### config.mk
export PLATFORM = sky130hd
export DESIGN_NAME = morse_text_codec_flat
export DESIGN_NICKNAME = d
export VERILOG_FILES = /design/src/rtl/mtc_pkg.sv /design/src/rtl/mtc_in_if.sv /design/src/rtl/mtc_out_if.sv /design/src/rtl/mtc_step.sv /design/src/rtl/morse_text_codec.sv /design/src/flat_wrapper.sv
export SDC_FILE = /design/constraint.sdc
export NUM_CORES = 1
export LEC_CHECK = 0
export BUFFER_PORTS_ARGS = -buffer_cell sky130_fd_sc_hd__buf_2
export CORE_AREA = 3 3 117 119
export CTS_CLUSTER_SIZE = 16
export DETAILED_ROUTE_END_ITERATION = 10
export DIE_AREA = 0 0 120 122
export PLACE_DENSITY = 0.7
export SYNTH_ARGS = -nofsm -noshare
export SYNTH_HDL_FRONTEND = slang
export SYNTH_SLANG_ARGS = --single-unit
### constraint.sdc
create_clock -name i_clk -period 7 [get_ports i_clk]
set_input_delay 1.4 -clock i_clk [delete_from_list [all_inputs] [get_ports i_clk]]
set_output_delay 1.4 -clock i_clk [all_outputs]
set_load 0.05 [all_outputs]
### src/rtl/mtc_pkg.sv
package mtc_pkg;

    localparam int BurstMax   = 7;
    localparam int CodeTblLen = 6;
    localparam int NumCodes   = 31;

    typedef logic [7:0] t_char;

    localparam t_char ChSpace    = 8'h20;
    localparam t_char ChDot      = 8'h2e;
    localparam t_char ChDash     = 8'h2d;
    localparam t_char ChUpperA   = 8'h41;
    localparam t_char ChUpperZ   = 8'h5a;
    localparam t_char CaseOffset = 8'h20;

    localparam logic ModeEncode = 1'b0;
    localparam logic ModeDecode = 1'b1;

    // Register byte offsets; bit 2 of the address selects the register slot.
    localparam int RegModeIdx = 0;

    // All result characters caused by one input character.
    typedef struct packed {
        t_char [BurstMax-1:0] chars;
        logic [2:0]           count;
    } t_burst;

    // Symbol j of a code sits in bits[j]; a dash is 1 and a dot is 0.
    typedef struct packed {
        t_char      letter;
        logic [2:0] len;
        logic [5:0] bits;
    } t_code_entry;

    localparam t_code_entry CodeTable [NumCodes] = '{
        '{8'h61, 3'd2, 6'b000010},
        '{8'h62, 3'd4, 6'b000001},
        '{8'h63, 3'd4, 6'b000101},
        '{8'h64, 3'd3, 6'b000001},
        '{8'h65, 3'd1, 6'b000000},
        '{8'h66, 3'd4, 6'b000100},
        '{8'h67, 3'd3, 6'b000011},
        '{8'h68, 3'd4, 6'b000000},
        '{8'h69, 3'd2, 6'b000000},
        '{8'h6a, 3'd4, 6'b001110},
        '{8'h6b, 3'd3, 6'b000101},
        '{8'h6c, 3'd4, 6'b000010},
        '{8'h6d, 3'd2, 6'b000011},
        '{8'h6e, 3'd2, 6'b000001},
        '{8'h6f, 3'd3, 6'b000111},
        '{8'h70, 3'd4, 6'b000110},
        '{8'h71, 3'd4, 6'b001011},
        '{8'h72, 3'd3, 6'b000010},
        '{8'h73, 3'd3, 6'b000000},
        '{8'h74, 3'd1, 6'b000001},
        '{8'h75, 3'd3, 6'b000100},
        '{8'h76, 3'd4, 6'b001000},
        '{8'h77, 3'd3, 6'b000110},
        '{8'h78, 3'd4, 6'b001001},
        '{8'h79, 3'd4, 6'b001101},
        '{8'h7a, 3'd4, 6'b000011},
        '{8'h2c, 3'd6, 6'b110011},
        '{8'h21, 3'd6, 6'b110101},
        '{8'h28, 3'd5, 6'b001101},
        '{8'h29, 3'd6, 6'b101101},
        '{8'h3f, 3'd6, 6'b001100}
    };

endpackage

### src/rtl/mtc_in_if.sv
interface mtc_in_if;
    logic       valid;
    logic       ready;
    logic [7:0] char_in;
    logic       msg_start;

    modport source (output valid, output char_in, output msg_start, input ready);
    modport sink   (input valid, input char_in, input msg_start, output ready);
endinterface

### src/rtl/mtc_out_if.sv
interface mtc_out_if;
    logic       valid;
    logic       ready;
    logic [7:0] char_out;
    logic       last;

    modport source (output valid, output char_out, output last, input ready);
    modport sink   (input valid, input char_out, input last, output ready);
endinterface

### src/rtl/mtc_step.sv
module mtc_step
    import mtc_pkg::*;
#(
    parameter int MAX_CODE_LEN = 6
) (
    input  logic                             i_mode,
    input  t_char                            i_char,
    input  logic                             i_msg_start,
    input  logic                             i_skip,
    input  logic [MAX_CODE_LEN-1:0]          i_bits,
    input  logic [$clog2(MAX_CODE_LEN+1)-1:0] i_len,
    input  logic                             i_inv,
    output logic                             o_skip,
    output logic [MAX_CODE_LEN-1:0]          o_bits,
    output logic [$clog2(MAX_CODE_LEN+1)-1:0] o_len,
    output logic                             o_inv,
    output logic                             o_has_result,
    output t_burst                           o_burst
);

    localparam int LenW = $clog2(MAX_CODE_LEN + 1);

    t_char                   c_low;
    logic                    skip0;
    logic [MAX_CODE_LEN-1:0] bits0;
    logic [LenW-1:0]         len0;
    logic                    inv0;
    logic                    hit;
    t_code_entry             entry;
    t_char                   letter;

    always_comb begin
        c_low = i_char;
        if (i_char >= ChUpperA && i_char <= ChUpperZ) begin
            c_low = i_char + CaseOffset;
        end

        skip0 = i_skip | i_msg_start;
        bits0 = i_msg_start ? '0 : i_bits;
        len0  = i_msg_start ? '0 : i_len;
        inv0  = i_msg_start ? 1'b0 : i_inv;

        o_skip       = skip0;
        o_bits       = bits0;
        o_len        = len0;
        o_inv        = inv0;
        o_has_result = 1'b0;
        o_burst      = '0;
        hit          = 1'b0;
        entry        = '0;
        letter       = ChSpace;

        if (!(skip0 && i_char == ChSpace)) begin
            o_skip = 1'b0;
            if (i_mode == ModeEncode) begin
                o_has_result = 1'b1;
                if (c_low == ChSpace) begin
                    o_burst.chars[0] = ChSpace;
                    o_burst.chars[1] = ChSpace;
                    o_burst.count    = 3'd2;
                end else begin
                    for (int k = 0; k < NumCodes; k++) begin
                        if (!hit && CodeTable[k].letter == c_low) begin
                            hit   = 1'b1;
                            entry = CodeTable[k];
                        end
                    end
                    if (hit) begin
                        for (int j = 0; j < CodeTblLen; j++) begin
                            if (3'(j) < entry.len) begin
                                o_burst.chars[j] = entry.bits[j] ? ChDash : ChDot;
                            end
                        end
                        o_burst.chars[entry.len] = ChSpace;
                        o_burst.count            = entry.len + 3'd1;
                    end else begin
                        o_burst.chars[0] = ChSpace;
                        o_burst.count    = 3'd1;
                    end
                end
            end else if (i_char != ChSpace) begin
                if (i_char != ChDot && i_char != ChDash) begin
                    o_inv = 1'b1;
                end else if (len0 >= LenW'(MAX_CODE_LEN)) begin
                    o_inv = 1'b1;
                end else begin
                    for (int k = 0; k < MAX_CODE_LEN; k++) begin
                        if (i_char == ChDash && LenW'(k) == len0) begin
                            o_bits[k] = 1'b1;
                        end
                    end
                    o_len = len0 + LenW'(1);
                end
            end else begin
                if (!inv0 && len0 != '0) begin
                    for (int k = 0; k < NumCodes; k++) begin
                        if (!hit && len0 == LenW'(CodeTable[k].len)
                                 && bits0 == MAX_CODE_LEN'(CodeTable[k].bits)) begin
                            hit    = 1'b1;
                            letter = CodeTable[k].letter;
                        end
                    end
                end
                o_burst.chars[0] = letter;
                o_burst.count    = 3'd1;
                o_has_result     = 1'b1;
                o_bits           = '0;
                o_len            = '0;
                o_inv            = 1'b0;
            end
        end
    end

endmodule

### src/rtl/morse_text_codec.sv
// Morse text codec.
// The input channel carries one ASCII character per beat together with a
// message start flag. The output channel carries one character per beat,
// with last marking the final beat caused by an input character.
// The mode register at byte address 0 of the APB-style port selects encoding
// (0) or decoding (1); the user must write it only while the block is idle,
// which the block does not enforce. An accepted character is processed in
// the cycle it is taken; its results are registered into the output stage,
// or the pending stage while a burst drains. While the receiver is ready,
// decoding gives at most one result beat per input beat, so the block
// sustains one input character per cycle; encoding gives up to seven beats
// per character, and the single output port sends one beat per cycle.
// A pending stage holds the results of the next character while the current
// burst drains, so input ready depends only on registered state.
// When the receiver stalls, the current beat holds and, once the pending
// stage is full, input ready drops.
// Reset clears the mode to encode, re-arms leading-space skipping, and
// empties the code buffer and both output stages.
module morse_text_codec
    import mtc_pkg::*;
#(
    parameter int MAX_CODE_LEN = 6
) (
    input  logic             i_clk,
    input  logic             i_rst_n,
    mtc_in_if.sink           i_in,
    mtc_out_if.source        o_out,
    input  logic             psel,
    input  logic             penable,
    input  logic             pwrite,
    input  logic [2:0]       paddr,
    input  logic [31:0]      pwdata,
    output logic [31:0]      prdata,
    output logic             pready
);

    localparam int LenW = $clog2(MAX_CODE_LEN + 1);

    logic                    r_mode;
    logic                    r_skip;
    logic [MAX_CODE_LEN-1:0] r_bits;
    logic [LenW-1:0]         r_len;
    logic                    r_inv;
    t_burst                  r_pend;
    logic                    r_pend_v;
    t_burst                  r_act;
    logic                    r_act_v;
    logic [2:0]              r_idx;

    logic                    n_skip;
    logic [MAX_CODE_LEN-1:0] n_bits;
    logic [LenW-1:0]         n_len;
    logic                    n_inv;
    t_burst                  n_pend;
    logic                    n_pend_v;
    t_burst                  n_act;
    logic                    n_act_v;
    logic [2:0]              n_idx;

    logic                    in_fire;
    logic                    act_last;
    logic                    act_done;
    logic                    has_result;
    t_burst                  burst;
    logic                    reg_sel;

    mtc_step #(
        .MAX_CODE_LEN(MAX_CODE_LEN)
    ) u_step (
        .i_mode      (r_mode),
        .i_char      (i_in.char_in),
        .i_msg_start (i_in.msg_start),
        .i_skip      (r_skip),
        .i_bits      (r_bits),
        .i_len       (r_len),
        .i_inv       (r_inv),
        .o_skip      (n_skip),
        .o_bits      (n_bits),
        .o_len       (n_len),
        .o_inv       (n_inv),
        .o_has_result(has_result),
        .o_burst     (burst)
    );

    assign reg_sel = (paddr[2] == 1'(RegModeIdx));
    assign pready  = 1'b1;
    assign prdata  = reg_sel ? {31'b0, r_mode} : 32'b0;

    assign i_in.ready = !r_pend_v;
    assign in_fire    = i_in.valid && !r_pend_v;

    assign act_last = (r_idx == r_act.count - 3'd1);
    assign act_done = r_act_v && o_out.ready && act_last;

    assign o_out.valid    = r_act_v;
    assign o_out.char_out = r_act.chars[r_idx];
    assign o_out.last     = act_last;

    always_comb begin
        n_pend   = r_pend;
        n_pend_v = r_pend_v;
        n_act    = r_act;
        n_act_v  = r_act_v;
        n_idx    = r_idx;

        if (r_act_v && o_out.ready && !act_last) begin
            n_idx = r_idx + 3'd1;
        end

        if (!r_act_v || act_done) begin
            if (r_pend_v) begin
                n_act    = r_pend;
                n_act_v  = 1'b1;
                n_pend_v = 1'b0;
                n_idx    = 3'd0;
            end else if (in_fire && has_result) begin
                n_act   = burst;
                n_act_v = 1'b1;
                n_idx   = 3'd0;
            end else begin
                n_act_v = 1'b0;
            end
        end else if (in_fire && has_result) begin
            n_pend   = burst;
            n_pend_v = 1'b1;
        end
    end

    always_ff @(posedge i_clk) begin
        if (!i_rst_n) begin
            r_mode   <= ModeEncode;
            r_skip   <= 1'b1;
            r_bits   <= '0;
            r_len    <= '0;
            r_inv    <= 1'b0;
            r_pend_v <= 1'b0;
            r_act_v  <= 1'b0;
            r_idx    <= 3'd0;
        end else begin
            if (psel && penable && pwrite && reg_sel) begin
                r_mode <= pwdata[0];
            end
            if (in_fire) begin
                r_skip <= n_skip;
                r_bits <= n_bits;
                r_len  <= n_len;
                r_inv  <= n_inv;
            end
            r_pend_v <= n_pend_v;
            r_act_v  <= n_act_v;
            r_idx    <= n_idx;
        end
    end

    always_ff @(posedge i_clk) begin
        r_pend <= n_pend;
        r_act  <= n_act;
    end

endmodule

### src/flat_wrapper.sv
// flat-port wrapper written by rule: the top's interface ports become plain ports
module morse_text_codec_flat import mtc_pkg::*;
#(
    parameter int MAX_CODE_LEN = 6
)
  (i_clk, i_rst_n, psel, penable, pwrite, paddr, pwdata, prdata, pready, i_in_valid, i_in_char_in, i_in_msg_start, i_in_ready, o_out_valid, o_out_char_out, o_out_last, o_out_ready);
  mtc_in_if i_in_i ();
  mtc_out_if o_out_i ();
  input  logic i_clk;
  input  logic i_rst_n;
  input  logic psel;
  input  logic penable;
  input  logic pwrite;
  input  logic [2:0] paddr;
  input  logic [31:0] pwdata;
  output logic [31:0] prdata;
  output logic pready;
  input wire logic [$bits(i_in_i.valid)-1:0] i_in_valid;
  input wire logic [$bits(i_in_i.char_in)-1:0] i_in_char_in;
  input wire logic [$bits(i_in_i.msg_start)-1:0] i_in_msg_start;
  output wire logic [$bits(i_in_i.ready)-1:0] i_in_ready;
  output wire logic [$bits(o_out_i.valid)-1:0] o_out_valid;
  output wire logic [$bits(o_out_i.char_out)-1:0] o_out_char_out;
  output wire logic [$bits(o_out_i.last)-1:0] o_out_last;
  input wire logic [$bits(o_out_i.ready)-1:0] o_out_ready;
  assign i_in_i.valid = i_in_valid;
  assign i_in_i.char_in = i_in_char_in;
  assign i_in_i.msg_start = i_in_msg_start;
  assign i_in_ready = i_in_i.ready;
  assign o_out_valid = o_out_i.valid;
  assign o_out_char_out = o_out_i.char_out;
  assign o_out_last = o_out_i.last;
  assign o_out_i.ready = o_out_ready;
  morse_text_codec #(.MAX_CODE_LEN(MAX_CODE_LEN)) u_core (.i_clk(i_clk), .i_rst_n(i_rst_n), .i_in(i_in_i), .o_out(o_out_i), .psel(psel), .penable(penable), .pwrite(pwrite), .paddr(paddr), .pwdata(pwdata), .prdata(prdata), .pready(pready));
endmodule
# Word level (Yosys, flattened, before mapping)
# Cells that the tools add are included.
[totals] reg_bits=135 out_inout_bits=44 wordCells=721
[classes] addsub=5 order_cmp=12 n_eq_ne=65 n_mux=426 n_bitwise=7 reduce_logical=182
[op_table] cell="two-way mux 8 bit" count=59
[op_table] cell="two-way mux 9 bit" count=33
[op_table] cell="two-way mux 1 bit" count=293
[op_table] cell="== test 7 x 8 -> 1 bit (first input constant)" count=26
[op_table] cell="two-way mux 59 bit" count=3
[op_table] cell="logical AND 1 bit" count=110
[op_table] cell="two-way mux 48 bit" count=2
[op_table] cell="two-way mux 6 bit" count=12
[op_table] cell="logical NOT 1 bit" count=64
[op_table] cell="bitwise AND 42 x 49 -> 49 bit" count=1
[op_table] cell="NOT 49 bit" count=1
[op_table] cell="== test 6 x 8 -> 1 bit (first input constant)" count=5
[op_table] cell="two-way mux 40 bit" count=1
[op_table] cell="== test 6 x 4 -> 1 bit (second input constant)" count=6
[op_table] cell="two-way mux 11 bit" count=3
[op_table] cell="two-way mux 3 bit" count=10
[op_table] cell="binary-select mux 8 bit (select 3 bit)" count=1
[op_table] cell="demux 8 bit (select 3 bit)" count=1
[op_table] cell="== test 6 x 3 -> 1 bit (second input constant)" count=4
[op_table] cell="== test 8 x 6 -> 1 bit (second input constant)" count=3
[op_table] cell="!= test 8 x 6 -> 1 bit (second input constant)" count=3
[op_table] cell="two-way mux 19 bit" count=1
[op_table] cell="== test 6 bit (second input constant)" count=3
[op_table] cell="== test 6 x 2 -> 1 bit (second input constant)" count=2
[op_table] cell="other kinds (31)" count=50

# Depth between registers and ports, before layout
[logic_depth] word_depth=250 mapped_depth=13 depth_no_buf=12

# By module
# From an unflattened synthesis, not the netlist that was laid out.
[hier_totals] cells_unflattened=788 area_unflattened_um2=8325.5
[by_module_without_submodules] mod="morse_text_codec" instances=1 cells_per_inst=364 area_each_um2=5745.5
[by_module_without_submodules] mod="mtc_step" instances=1 cells_per_inst=424 area_each_um2=2580.0

# Worst setup path after synthesis
# OpenSTA, ideal clock, no wires.
[synth_timing] path_kind="input-to-reg" from="input port i_in_char_in[5]" to="register u_core.r_act[0] in the netlist's numbering, enable pin" setup_ns=0.419 arrival_time_ns=4.068 path_slack_ns=2.513 cell_stages=6 n_path_buf=1 path_cell_list="buf_2 -> or4b_1 -> nor4_4 -> a21o_1 -> a21oi_1 -> nor2_1"
[synth_between] elab_chain_cells=7 word_cells_on_any_way=9
[synth_lines] item="start: declaration" line="flat_wrapper.sv:19" source="input wire logic [$bits(i_in_i.char_in)-1:0] i_in_char_in;"
[synth_lines] item="!= test 8 x 6 -> 1 bit" line="mtc_step.sv:81" source="end else if (i_char != ChSpace) begin"
[synth_lines] item="two-way mux 1 bit" line="mtc_step.sv:81"
[synth_lines] item="two-way mux 1 bit" line="mtc_step.sv:55" source="if (i_mode == ModeEncode) begin"
[synth_lines] item="two-way mux 1 bit *" line="mtc_step.sv:53" source="if (!(skip0 && i_char == ChSpace)) begin"
[synth_lines] item="logical AND 1 bit *" line="morse_text_codec.sv:116" source="end else if (in_fire && has_result) begin"
[synth_lines] item="nonzero test 2 bit (no source line) *"
[synth_lines] item="AND reduction 2 bit (no source line) *"
[synth_lines] item="end signal: assignment" line="morse_text_codec.sv:157" source="r_act <= n_act;"
[synth_lines] item="end: declaration" line="morse_text_codec.sv:46" source="t_burst r_act;"
# Mark *: on every way between the ends. The rest lies on a longest branch, timed or not.
# A chain may end at the register's enable or synchronous reset.

# Worst setup path in the final report
[layout_timing] from="input port i_in_msg_start" to="register u_core.r_act[6] in the netlist's numbering, data pin"
[layout_between] elab_chain_cells=250 word_cells_on_any_way=308
[layout_lines] item="start: declaration" line="flat_wrapper.sv:20" source="input wire logic [$bits(i_in_i.msg_start)-1:0] i_in_msg_start;"
[layout_lines] item="two-way mux 6 bit or two-way mux 3 bit (tied branches)" line="mtc_step.sv:39, mtc_step.sv:40"
[layout_lines] item="== test 6 x 2 -> 1 bit or == test 3 x 2 -> 1 bit (tied branches)" line="mtc_step.sv:98, mtc_step.sv:97"
[layout_lines] item="logical AND 1 bit" line="mtc_step.sv:98" source="&& bits0 == MAX_CODE_LEN'(CodeTable[k].bits)) begin"
[layout_lines] item="two-way mux 1 bit" line="mtc_step.sv:97" source="if (!hit && len0 == LenW'(CodeTable[k].len)"
[layout_lines] item="two-way mux 1 bit" line="mtc_step.sv:95" source="if (!inv0 && len0 != '0) begin"
[layout_lines] item="two-way mux 1 bit" line="mtc_step.sv:81"
[layout_lines] item="two-way mux 1 bit" line="mtc_step.sv:55"
[layout_lines] item="two-way mux 1 bit" line="mtc_step.sv:53"
[layout_lines] item="(+234 left out)"
[layout_lines] item="logical AND 1 bit" line="mtc_step.sv:98"
[layout_lines] item="two-way mux 8 bit" line="mtc_step.sv:97"
[layout_lines] item="two-way mux 8 bit" line="mtc_step.sv:95"
[layout_lines] item="two-way mux 11 bit" line="mtc_step.sv:81"
[layout_lines] item="two-way mux 11 bit" line="mtc_step.sv:55"
[layout_lines] item="two-way mux 59 bit *" line="mtc_step.sv:53"
[layout_lines] item="two-way mux 59 bit *" line="morse_text_codec.sv:116"
[layout_lines] item="two-way mux 59 bit *" line="morse_text_codec.sv:111" source="if (r_pend_v) begin"
# Mark *: on every way between the ends. The rest lies on a longest branch, timed or not. The select of a mux whose other input is x is not followed.

==> flow_summary.yaml <==
worst_setup_path:
  critPathArrivalTime_ns: 4.75
  endpoint_kind: "flip-flop"
  startpoint_type: "primary input"
  worstPathMaxFanout: 26
  worst_ep_required_time_ns: 7.15
  criticalPathCategory: "primary input to flip-flop"
sta:
  min_period_ns: 4.596
  finalSetupViolations: 0
  fin_crit_sh_pct: 65.65
  setup_tns_ns: 0
  maxSlewViolCount: 0
  max_slew.worst_pin.slew_ns: 1.043
  post-route-worst-setup-slack_ns: 2.404
  fin_skew_ns: 0.005376
  relSlewSlack_pct: 29.57
  max_freq_mhz: 217.6
  finalHoldViolations: 0
  grt_setup_unrepaired: "false"
placed_design:
  gp_congestion: 0.9224
  placed_cells_incl_taps: 786
  dpl_cell_area_um2: 5589
  portBuffers: 28
  dpl.hpwl_um: 9180
  pre_cts_slack_ns: 2.087
routing:
  firstDrtPassIters: 6
  finalWirelength_um: 12660
  routedWlPerCell_um: 15.79
  drc: 0
  vias_per_cell: 5.784
  vias: 4639
  antenna_left: 0
  first_iter_violations: 625
clocking:
  cts_resized: 0
  cts.sinks: 79
  clk_pin_slew_ns: 0.06
  cts_max_level: 3
  post_cts_buffers: 0
  cts_tree: "yes"
  clock_latency_ns: 0.33
  cts_buffers: 9
  cts-root-buf: "clkbuf_16"
  clockBufferDepth: 2
  hold_buffers: 0
pwr:
  powerDensity_nw_per_um2: 207.5
  power_mw: 1.223
  irDropWorstVdd_mv: 0.1213
  p_leak_nw: 2.233
synth:
  syn_area_um2: 5490
  synth_edf_count: 62
  syn_inst: 622
  synth_ff_type: "edfxtp_1"
  synth_warnings: 0
  ys_seq_area_share_pct: 40.11
  ys_top_cells_by_area: "edfxtp_1, dfxtp_1, nor2_1, buf_4, nand2_1"
  syn_area_per_cell_um2: 8.827
  synth.distinct_cells: 78
  synth_top_area_cell: "edfxtp_1"
  synth-seq-cells: 79
  yosysTopAreaCellShare_pct: 33.91
  synth-async-reset-ratio_pct: 0
die:
  die_y_um: 122
  coreArea_um2: 12670
  fp.dieArea_um2: 14640
  die_width_um: 120
  start_util_pct: 43.33
  num_rows: 41
  ios: 95
grt:
  antenna_found_initial: 0
  grt_pass1_vias: 4131
  grt-ovfl-total: 0
  grt_start_max_net_pins: 49
  grt_first_pass_wirelength_um: 20760
  grt_use_total_pct: 17.39
layout:
  nFillCells: 1189
  seq_area_um2: 2202
  layout.cells.non_filler: 802
  layout.nets: 686
  fin_area_um2: 5896
  area_delta_synth_final_pct: 7.384
  layout-drive-gt1-share_pct: 11.59
  antenna_cells: 0
  multi_input_area_um2: 2893
run_status:
  status: "finished clean"
run:
  drv_cap: 0
min_path:
  hold_class: "flip-flop to flip-flop"
-- flip-flops by register name (all words and copies together), names as in the netlist --
name / flops
u_core.r_idx: 3
u_core.r_pend: 31
u_core.r_bits: 6
u_core.r_skip: 1
u_core.r_pend_v: 1
u_core.r_len: 3
u_core.r_mode: 1
u_core.o_out.valid: 1
u_core.r_inv: 1
u_core.r_act: 31
-- path summary, 6_finish.rpt --
check	to	slack [ns]	cells after the start	from
setup reg to reg	u_core.r_act[6]$_DFFE_PP_	3.45	10	u_core.r_len[2]$_SDFFE_PN0P_
setup / recovery	u_core.r_act[6]$_DFFE_PP_	2.40	11	i_in_msg_start
hold reg to reg	u_core.r_inv$_SDFFE_PN0P_	0.49	2	u_core.r_inv$_SDFFE_PN0P_
hold / removal	u_core.r_inv$_SDFFE_PN0P_	0.49	2	u_core.r_inv$_SDFFE_PN0P_
-- worst max-delay path, cell delays in order --
cell,delay (ns)
buf_2,0.36
and2b_1,0.26
inv_1,0.17
ha_1,0.29
or4b_4,0.51
o31a_1,0.31
a211oi_2,0.25
nand4_1,0.22
or2_1,0.33
or3_4,0.40
a221oi_2,0.25
-- metrics by stage --
step	util, %	hold slack (ns)
after floorplan	-	0.4476
after global placement	44.11	0.4711
after detailed placement	44.11	0.4769
after CTS	46.53	0.4888
after global routing	46.53	0.5284
final	46.53	0.4868
-- report_power, final --
| part | internal [mW] | total, mW | switching, mW |
|---|---|---|---|
| registers | 0.543 | 0.554 | 0.0110 |
| clock network | 0.288 | 0.474 | 0.186 |
| logic | 0.0490 | 0.196 | 0.147 |
| total | 0.880 | 1.22 | 0.344 |
-- cells in the final DEF (no fill, tap or decap), types with 17 or more instances in the layout --
cell and instances:
inv_1 30, dfxtp_1 17, buf_2 28, nor2_1 66
conb_1 33, edfxtp_1 62, a21oi_1 29, o21ai_0 35
nand2_1 59, nor3_1 22
-- per-layer routing --
metal	track usage [%]	part of all wire, %	vias to the layer above	routed length (um)
met4	5.297	1.6	0	206
li1	-	-	2239	-
met1	24.27	45	2159	5644
met2	27.54	47	216	5926
met3	3.296	7.0	25	886
met5	0	0	-	0
-- Yosys cell counts, types with 6 or more instances --
library cell	n
ha_1	10
nand4_1	6
inv_1	30
nand2b_1	6
buf_2	9
a22oi_1	6
and2_1	10
nor2b_1	12
a31oi_1	7
nor3b_1	7
and3_1	8
o21ai_0	35
mux2i_1	7
dfxtp_1	17
nor3_1	22
a21oi_1	29
mux2_2	7
a211oi_1	6
edfxtp_1	62
buf_4	33
nand3_1	9
xnor2_1	8
nand2_1	59
nor2_1	67
clkbuf_1	27
o31ai_1	15
-- final cells by class --
class	instances	area share, %
multi-input cells	473	49.07
inverters	31	1.974
flip-flops and latches	79	37.35
clock buffers	10	4.053
well taps	172	3.650
repair buffers	31	2.759
clock inverters	6	1.146
-- cell families (layout without fill, tap and decap cells) --
group	count (synthesis)	after routing	share of synthesized area, %
AOI/OAI and AO/OA	155	155	19.01
xor gates and xnor gates	9	9	1.436
adders and majority gates	10	10	2.279
buffers and inverters	101	78	9.366
DFF	79	79	40.11
muxes	17	17	3.943
other	2	33	0.1368
and+or+nand+nor	249	249	23.72
Power figures use the tool's default switching activity.
